**config.mk**
```make
export PLATFORM = sky130hd
export DESIGN_NAME = pcsc_seq_ctrl
export DESIGN_NICKNAME = d
export VERILOG_FILES = /design/src/hdl/pcsc_pkg.sv /design/src/hdl/pcsc_slot_table.sv /design/src/hdl/pcsc_seq_ctrl.sv
export VERILOG_INCLUDE_DIRS = /design/src /design/src/hdl
export SDC_FILE = /design/constraint.sdc
export NUM_CORES = 1
export LEC_CHECK = 0
export BUFFER_PORTS_ARGS = -buffer_cell sky130_fd_sc_hd__buf_2
export CAP_MARGIN = 20
export CORE_ASPECT_RATIO = 1.75
export CORE_MARGIN = 2
export CORE_UTILIZATION = 65
export CTS_CLUSTER_SIZE = 10
export DETAILED_ROUTE_END_ITERATION = 12
export PLACE_DENSITY = 0.88
export SYNTH_ARGS = -nofsm -noshare
export SYNTH_HDL_FRONTEND = slang
export SYNTH_SLANG_ARGS = --single-unit
```
**constraint.sdc**
```tcl
create_clock -name i_clk -period 6 [get_ports i_clk]
set_input_delay 0.9 -clock i_clk [delete_from_list [all_inputs] [get_ports i_clk]]
set_output_delay 0.9 -clock i_clk [all_outputs]
set_load 0.005 [all_outputs]
```
**src/hdl/per_client_sequence_checker_defines.svh**
```systemverilog
// assertion macros for the sequence checker
`ifndef PER_CLIENT_SEQUENCE_CHECKER_DEFINES_SVH
`define PER_CLIENT_SEQUENCE_CHECKER_DEFINES_SVH

`ifndef SYNTH

// clocked check, switched off while reset is asserted
`define PCSC_ASSERT(label, clk, rst_n, prop, msg) \
    label: assert property (@(posedge clk) disable iff (!rst_n) (prop)) else $error(msg);

// clocked check that also holds during reset
`define PCSC_ASSERT_ALWAYS(label, clk, prop, msg) \
    label: assert property (@(posedge clk) (prop)) else $error(msg);

`else

`define PCSC_ASSERT(label, clk, rst_n, prop, msg)
`define PCSC_ASSERT_ALWAYS(label, clk, prop, msg)

`endif

`endif

```
**src/hdl/pcsc_pkg.sv**
```systemverilog
package pcsc_pkg;

    localparam int CLIENT_SLOTS = 16;
    localparam int IDX_W        = (CLIENT_SLOTS > 1) ? $clog2(CLIENT_SLOTS) : 1;
    localparam int COUNT_W      = $clog2(CLIENT_SLOTS + 1);

    localparam logic [7:0] FIRST_SEG = 8'd1;

    typedef enum logic [2:0] {
        CODE_NONE         = 3'd0,
        CODE_OUT_OF_SEQ   = 3'd1,
        CODE_DUPLICATE    = 3'd2,
        CODE_LEN_MISMATCH = 3'd3,
        CODE_END_MISSING  = 3'd4,
        CODE_TABLE_FULL   = 3'd5
    } t_code;

    typedef enum logic [1:0] {
        S_IDLE,
        S_SCAN,
        S_VERDICT,
        S_DONE
    } t_state;

    typedef struct packed {
        logic [7:0]  sender_id;
        logic [7:0]  seg_num;
        logic [7:0]  declared_length;
        logic [7:0]  payload_length;
        logic [15:0] end_marker;
    } t_item;

    typedef struct packed {
        logic       accepted;
        t_code      reject_code;
        logic [7:0] echo_client;
        logic [7:0] echo_seg;
    } t_result;

    typedef struct packed {
        logic [7:0] owner;
        logic [7:0] last_seg;
    } t_slot;

    typedef struct packed {
        logic             en;
        logic [IDX_W-1:0] addr;
        t_slot            slot;
    } t_tbl_wr;

    // handshake between the sequencer and the stream wrapper
    typedef struct packed {
        logic ready;
        logic res_valid;
    } t_ctrl_status;

endpackage

```
**src/hdl/pcsc_slot_table.sv**
```systemverilog
module pcsc_slot_table
    import pcsc_pkg::*;
(
    input  logic             i_clk,
    input  t_tbl_wr          i_wr,
    input  logic [IDX_W-1:0] i_rd_addr,
    output t_slot            o_rd_slot
);

    t_slot r_mem [CLIENT_SLOTS];
    t_slot r_rd_slot;

    always_ff @(posedge i_clk) begin
        if (i_wr.en) begin
            r_mem[i_wr.addr] <= i_wr.slot;
        end
        r_rd_slot <= r_mem[i_rd_addr];
    end

    assign o_rd_slot = r_rd_slot;

endmodule

```
**src/hdl/pcsc_seq_ctrl.sv**
```systemverilog
`include "per_client_sequence_checker_defines.svh"

module pcsc_seq_ctrl
    import pcsc_pkg::*;
(
    input  logic         i_clk,
    input  logic         i_rst_n,
    input  logic         i_start,
    input  t_item        i_item,
    input  logic [15:0]  i_end_marker_cfg,
    input  logic         i_res_taken,
    output t_ctrl_status o_status,
    output t_result      o_result
);

    t_state               r_state, n_state;
    t_item                r_item;
    logic [COUNT_W-1:0]   r_rd_idx;
    logic                 r_cmp_valid, n_cmp_valid;
    logic [IDX_W-1:0]     r_cmp_idx;
    logic                 r_hit;
    logic [IDX_W-1:0]     r_hit_idx;
    logic [7:0]           r_hit_last;
    logic [COUNT_W-1:0]   r_slots_used, n_slots_used;
    t_result              r_result;

    t_slot                rd_slot;
    t_tbl_wr              tbl_wr;
    logic                 rd_issue;
    logic                 cmp_hit;
    logic                 scan_end;
    logic [8:0]           next_seg;
    t_code                seq_code;
    t_code                final_code;
    logic                 seq_wr;

    pcsc_slot_table u_table (
        .i_clk     (i_clk),
        .i_wr      (tbl_wr),
        .i_rd_addr (r_rd_idx[IDX_W-1:0]),
        .o_rd_slot (rd_slot)
    );

    // shared compare unit: one stored owner against the captured client per cycle
    assign cmp_hit  = r_cmp_valid && (rd_slot.owner == r_item.sender_id);
    assign scan_end = !r_cmp_valid && (r_rd_idx >= r_slots_used);
    assign rd_issue = (r_state == S_SCAN) && (r_rd_idx < r_slots_used);

    // no wrap: after 255 every number is a duplicate
    assign next_seg = {1'b0, r_hit_last} + 9'd1;

    always_comb begin
        seq_code = CODE_NONE;
        seq_wr   = 1'b0;
        if (r_hit) begin
            if ({1'b0, r_item.seg_num} == next_seg) begin
                seq_wr = 1'b1;
            end else if ({1'b0, r_item.seg_num} > next_seg) begin
                seq_code = CODE_OUT_OF_SEQ;
            end else begin
                seq_code = CODE_DUPLICATE;
            end
        end else begin
            priority if (r_item.seg_num != FIRST_SEG) begin
                seq_code = CODE_OUT_OF_SEQ;
            end else if (r_item.sender_id == 8'd0) begin
                seq_code = CODE_NONE;
            end else if (r_slots_used >= COUNT_W'(CLIENT_SLOTS)) begin
                seq_code = CODE_TABLE_FULL;
            end else begin
                seq_wr = 1'b1;
            end
        end

        priority if (r_item.end_marker != i_end_marker_cfg) begin
            final_code = CODE_END_MISSING;
        end else if (r_item.declared_length != r_item.payload_length) begin
            final_code = CODE_LEN_MISMATCH;
        end else begin
            final_code = seq_code;
        end
    end

    // next state
    always_comb begin
        n_state = r_state;
        unique case (r_state)
            S_IDLE: begin
                if (i_start) begin
                    if (i_item.sender_id == 8'd0 || r_slots_used == '0) begin
                        n_state = S_VERDICT;
                    end else begin
                        n_state = S_SCAN;
                    end
                end
            end
            S_SCAN: begin
                if (cmp_hit || scan_end) begin
                    n_state = S_VERDICT;
                end
            end
            S_VERDICT: n_state = S_DONE;
            S_DONE: begin
                if (i_res_taken) begin
                    n_state = S_IDLE;
                end
            end
            default: n_state = S_IDLE;
        endcase
    end

    // outputs of the sequencer
    always_comb begin
        o_status.ready     = (r_state == S_IDLE);
        o_status.res_valid = (r_state == S_DONE);
        n_cmp_valid        = rd_issue && !cmp_hit;
        n_slots_used       = r_slots_used;
        tbl_wr.en          = 1'b0;
        tbl_wr.addr        = r_hit ? r_hit_idx : r_slots_used[IDX_W-1:0];
        tbl_wr.slot.owner    = r_item.sender_id;
        tbl_wr.slot.last_seg = r_item.seg_num;
        if (r_state == S_VERDICT && seq_wr) begin
            tbl_wr.en = 1'b1;
            if (!r_hit) begin
                n_slots_used = r_slots_used + COUNT_W'(1);
            end
        end
    end

    always_ff @(posedge i_clk) begin
        if (!i_rst_n) begin
            r_state      <= S_IDLE;
            r_cmp_valid  <= 1'b0;
            r_slots_used <= '0;
        end else begin
            r_state      <= n_state;
            r_cmp_valid  <= n_cmp_valid;
            r_slots_used <= n_slots_used;
        end
    end

    always_ff @(posedge i_clk) begin
        if (r_state == S_IDLE && i_start) begin
            r_item   <= i_item;
            r_rd_idx <= '0;
            r_hit    <= 1'b0;
        end
        if (rd_issue) begin
            r_rd_idx  <= r_rd_idx + COUNT_W'(1);
            r_cmp_idx <= r_rd_idx[IDX_W-1:0];
        end
        if (r_state == S_SCAN && cmp_hit) begin
            r_hit      <= 1'b1;
            r_hit_idx  <= r_cmp_idx;
            r_hit_last <= rd_slot.last_seg;
        end
        if (r_state == S_VERDICT) begin
            r_result.accepted    <= (final_code == CODE_NONE);
            r_result.reject_code <= final_code;
            r_result.echo_client <= r_item.sender_id;
            r_result.echo_seg    <= r_item.seg_num;
        end
    end

    assign o_result = r_result;

    `PCSC_ASSERT(a_used_bound, i_clk, i_rst_n, r_slots_used <= COUNT_W'(CLIENT_SLOTS), "slot count above table depth")
    `PCSC_ASSERT(a_wr_in_verdict, i_clk, i_rst_n, tbl_wr.en |-> (r_state == S_VERDICT), "table written outside verdict")
    `PCSC_ASSERT(a_start_idle, i_clk, i_rst_n, (i_start && r_state != S_IDLE) |=> (r_state != S_SCAN || $past(r_state) == S_SCAN), "item taken while busy")
    `PCSC_ASSERT(a_used_step, i_clk, i_rst_n, (r_slots_used != $past(r_slots_used)) |-> (r_slots_used == $past(r_slots_used) + COUNT_W'(1)), "slot count jumped")
    `PCSC_ASSERT(a_wr_client0, i_clk, i_rst_n, (tbl_wr.en && !r_hit) |-> (r_item.sender_id != 8'd0), "client zero recorded")

endmodule

```
======== After elaboration in Yosys (flattened, before gate mapping) ========
Memories as Yosys holds them, arrays and structs flattened. A register that Yosys moved wholly into a read port is not among the register bits.
Index checks and enable logic that the tools add are counted.
operators by class
  add/subtract/negate cells ............... 3
  $lt $le $gt $ge ......................... 4
  equal/unequal tests ..................... 11
  mux-type cells .......................... 24
  bitwise logic cells ..................... 1
  reduce and logical (&&, ||, !) cells .... 19
operators with widths
  kind                                                              number
  3-bit two-way mux                                                 6
  8-bit logical NOT                                                 2
  16-bit != test                                                    1
  2-bit two-way mux                                                 6
  5-bit by 1-bit adder with 5-bit output (second input constant)    2
  5-bit two-way mux                                                 2
  8-bit by 1-bit adder with 9-bit output (second input constant)    1
  8-bit by 9-bit equality test with 1-bit output                    1
  8-bit by 9-bit > comparator with 1-bit output                     1
  8-bit equality test                                               1
  1-bit two-way mux                                                 8
  8-bit by 1-bit != test with 1-bit output (second input constant)  1
  8-bit != test                                                     1
  2-bit one-hot mux with 4 select lines                             1
  1-bit logical AND                                                 7
  5-bit greater-or-equal comparator                                 1
  5-bit greater-or-equal comparator (second input constant)         1
  5-bit logical NOT                                                 1
  5-bit < comparator                                                1
  2-bit equality test (second input constant)                       2
  4-bit two-way mux                                                 1
  2-bit != test (second input constant)                             2
  3-bit logical NOT                                                 1
  3-bit AND reduction                                               1
  other kinds (8)                                                   10
storage, ports and cells
  register bits ........................... 98
  bits in writable memories ............... 256
  input port bits ......................... 68
  output and inout bits ................... 22
  word-level logic and storage cells ...... 80
  memories kept ........................... 1
memory list
  memory         words  width  rd ports  clocked after Yosys merged registers in  wr ports  line                   source
  u_table.r_mem  16     16     1         1                                        1         pcsc_slot_table.sv:10  t_slot r_mem [CLIENT_SLOTS];

======== Logic depth before layout (Yosys ltp) ========
  depth in word-level cells ............... 9
  gate-level depth with buffers ........... 10
  mapped depth without buffers ............ 10

======== Cells and area by module ========
From an unflattened synthesis, not the netlist that was laid out.
unflattened totals
  cell total of the unflattened synthesis .. 724
  area, all modules ....................... 14264.9 um2
modules (own cells, without submodules)
  module           times used  cells each  area each (um2)  seq. area each (um2)
  pcsc_slot_table  1           432         10043.4          8007.7
  pcsc_seq_ctrl    1           292         4221.5           2852.7

======== Worst setup path after synthesis ========
No wires, ideal clock.
  kind .................................... register to register
  start point ............................. register r_hit_last[0]
  end point ............................... memory u_table.r_mem[10][0] in the netlist's numbering, enable pin
  library setup time ...................... 0.388 ns
  arrival time ............................ 2.801 ns
  data required time ...................... 5.612 ns
  path slack .............................. 2.811 ns
  stages on the path, launching flop included .. 10
  path buffers ............................ 0
  period minus slack after synthesis ...... 3.189 ns
  path through ............................ edfxtp_1 -> ha_1 -> nand3_1 -> xnor2_1 -> ha_1 -> and4_1 -> nand2_1 -> o31ai_1 -> nand4_1 -> nor2_1
between the ends
  word-level cells in the longest chain between the ends .. 8
ends and longest elaborated chain
  element                                         line                   source
  from (decl)                                     pcsc_seq_ctrl.sv:23    logic [7:0] r_hit_last;
  from (signal assigned)                          pcsc_seq_ctrl.sv:155   r_hit_last <= rd_slot.last_seg;
  8-bit by 1-bit adder with 9-bit output          pcsc_seq_ctrl.sv:50    assign next_seg = {1'b0, r_hit_last} + 9'd1;
  8-bit by 9-bit equality test with 1-bit output  pcsc_seq_ctrl.sv:56    if ({1'b0, r_item.seg_num} == next_seg) begin
  1-bit two-way mux                               pcsc_seq_ctrl.sv:56
  1-bit two-way mux                               pcsc_seq_ctrl.sv:55    if (r_hit) begin
  1-bit logical AND                               pcsc_seq_ctrl.sv:122   if (r_state == S_VERDICT && seq_wr) begin
  1-bit two-way mux                               pcsc_seq_ctrl.sv:122
  1-bit two-way mux                               pcsc_slot_table.sv:14  if (i_wr.en) begin
  1-bit two-way mux (implied by the code)         pcsc_slot_table.sv:15  r_mem[i_wr.addr] <= i_wr.slot;
  to (decl)                                       pcsc_slot_table.sv:10
Every way passes these cells.

======== Final worst setup path ========
  start point ............................. register r_hit_last[0]
  end point ............................... memory u_table.r_mem[1][10] in the netlist's numbering, enable pin
The elaborated chain is that of the path after synthesis.

==> run summary <==
Syn Inst Count: 693
RSZ-0062 raised after global routing: no
Initial drt markers: 846
Yosys warns: 0
Max Cap Violations: 0
Layout cells sized above 1: 28.2%
Worst Hold Path Cells: 0
Drt first pass iters: 5
Syn_nets: 782
RR Endpoint: u_table.r_mem[1][10]$_DFFE_PP_
Cell Pwr Density: 378 nW/um2
Sum Neg Setup Slack: 0 ns
Post-place instance area: 15200 um2
Largest net degree at the start of global routing: 69
Final core utilization: 75.9%
Row cnt: 71
Main flop type after synthesis: edfxtp_1
CTS tree: built
Status: finished clean
Worst hold endpoint: r_hit_last[6]$_DFFE_PP_
Cells after DPL: 1072
Worst hold-check path type: reg2reg
Final setup margin: 2.17 ns
Distinct cells, synth: 46
IO Port Bufs: 89
DRC: 0
EDFF count, synth: 345
R2r worst-path depth: 10
Peak VDD IR: 275 uV
Post-route non-filler standard cell count: 1149
WL final: 31.4 mm
Layout net count: 914
Total power: 6.19 mW
Final Setup Violations: 0
Seq/Total Area, Yosys: 75.9%
Peak Freq: 0.261 GHz
Die width: 116 um
Die Area: 23300 um2
Slew HR: 26.0%
Clock Tree Root: clkbuf_16
Synth-to-layout area growth: 14.6%
Internal reg-to-reg setup slack: 2.17 ns
Antenna violations before repair: 0
IO Count: 90
Most frequent cells in the layout: edfxtp_1, buf_2, mux4_2
Clock latency on the worst-skew pair: 0.54 ns
CORE AREA: 21600 um2
Minimum hold slack: 0.405 ns
Clock transition at the registers of the reported paths: 0.06 ns
Clock buffer count from CTS: 42
Worst path required time: 6.24 ns
Final GP Congestion: 0.950
Drt wl/cell: 27.3 um
Die height: 200 um
N_diodes: 0
Design area: 16400 um2
Number of synthesized register bits: 370
Setup crit start kind: flip-flop
Critical path fanouts, max: 9
GRT overflow: 0
WS Path Type: reg2reg
Via density: 6.39
Max Slew Vio Count: 0
Commonest non-fill, non-tap cell in the layout: edfxtp_1
Starting Density: 66.3%
Critical R2R Launch: r_hit_last[0]$_DFFE_PP_
Post-CTS Resized: 0
Max Root-Sink Buffers: 3
Postcts setup bufs: 0
Netlist Area Pre-Place: 14300 um2
Worst Min Path Start: u_table.o_rd_slot[6]$_DFF_P_
Worst Tran Pin Value: 1.11 ns
GRT Total Usage: 28.5%
H-tree depth: 2
Crit. End Element: flip-flop
Syn avg cell area: 20.6 um2
Hpwl dp: 18.5 mm
Pleak: 5.48 nW
Clock Skews: 0.0164 ns
Vias in the first global route: 7887
Vias: 7340
DP Worst Slack: 2.33 ns
Ys async rst share: 0%
Remaining antenna violation count after routing: 0
CTS sink cnt: 370
Arrival @ worst endpoint: 4.06 ns
Final Hold Vio Count: 0
Min Clock Period, post-route: 3.83 ns
Tcrit/Tclk final: 63.8%
Post-CTS Hold Buffers: 0
First-pass GRT wire length: 47.5 mm
Yosys cell counts (3+ instances only):
| cell | number | share of area, % |
|---|---|---|
| a21oi_1 | 7 | 0.24 |
| o32a_1 | 4 | 0.28 |
| o211ai_1 | 4 | 0.21 |
| nor2_1 | 22 | 0.58 |
| nor3_1 | 4 | 0.14 |
| or4_1 | 5 | 0.26 |
| nand2_1 | 12 | 0.31 |
| dfxtp_1 | 25 | 3.5 |
| a21o_1 | 4 | 0.21 |
| buf_2 | 8 | 0.28 |
| nand3_1 | 9 | 0.31 |
| inv_1 | 27 | 0.71 |
| ha_1 | 21 | 1.8 |
| clkbuf_1 | 10 | 0.26 |
| mux2i_1 | 3 | 0.21 |
| o21ai_0 | 4 | 0.14 |
| xnor2_1 | 15 | 0.92 |
| o32ai_1 | 3 | 0.18 |
| o21a_1 | 3 | 0.16 |
| and2_1 | 5 | 0.22 |
| nor4_1 | 8 | 0.35 |
| xor2_1 | 27 | 1.7 |
| buf_1 | 5 | 0.13 |
| edfxtp_1 | 345 | 72 |
| mux4_2 | 80 | 13 |
| nand4_1 | 8 | 0.35 |
how the worst max path moves through the flow:
stage / from / end / slack, ns / cells after the start
2_1_floorplan: r_hit_last[0]$_DFFE_PP_ / u_table.r_mem[10][0]$_DFFE_PP_ / 2.81 / 9
5_1_grt: r_hit_last[0]$_DFFE_PP_ / u_table.r_mem[1][10]$_DFFE_PP_ / 2.05 / 10
3_3_place_gp: r_hit_last[0]$_DFFE_PP_ / u_table.r_mem[12][8]$_DFFE_PP_ / 2.64 / 9
4_1_cts: r_hit_last[0]$_DFFE_PP_ / u_table.r_mem[12][3]$_DFFE_PP_ / 2.23 / 9
3_5_place_dp: r_hit_last[0]$_DFFE_PP_ / u_table.r_mem[12][8]$_DFFE_PP_ / 2.33 / 9
6_report: r_hit_last[0]$_DFFE_PP_ / u_table.r_mem[1][10]$_DFFE_PP_ / 2.17 / 10
worst max-delay path: stages, from the launching register on:
cell	delay, ns
edfxtp_1	0.43
ha_1	0.24
nand3_1	0.20
xnor2_1	0.20
ha_1	0.31
and4_1	0.22
nand2_1	0.11
o31ai_1	0.58
nand4_1	0.27
nor2_1	0.65
buf_4	0.32
cell families after synthesis:
group | count (synthesis) | share of synthesized area (%)
muxes | 83 | 12.8
buffers and inverters | 52 | 1.49
xor gates and xnor gates | 42 | 2.57
adders and majority gates | 21 | 1.84
DFF | 370 | 75.9
and+or+nand+nor | 84 | 3.31
AOI/OAI and AO/OA | 41 | 2.07
flip-flops by register name (all words and copies together), names as in the netlist:
signal             count
o_result              20
r_cmp_idx              4
r_cmp_valid            1
r_hit                  1
r_hit_idx              4
r_hit_last             8
r_item                48
r_rd_idx               5
r_slots_used           5
r_state                2
u_table.o_rd_slot     16
u_table.r_mem        256
final cells by class:
class                      instances  area, um2
sequential                       370      10900
timing repair buffer             113        638
clock buffer                      75       1170
fill                            1058       5190
clock inverter                     1       16.3
tap                              292        365
inverter                          27        101
multi-input combinational        271       3240
report_power, final:
group          switching [mW]  internal (mW)
clock network           0.933           1.32
registers               0.153           3.08
logic                   0.379          0.338
total                    1.46           4.73
per-layer routing:
metal | share of wire, % | track usage [%]
met3 | 6.6 | 4.72
met2 | 55 | 49.7
met4 | 3.3 | 10.1
met5 | 0 | 0
met1 | 35 | 35.9
Note: power is estimated with default switching activity, not from simulation.
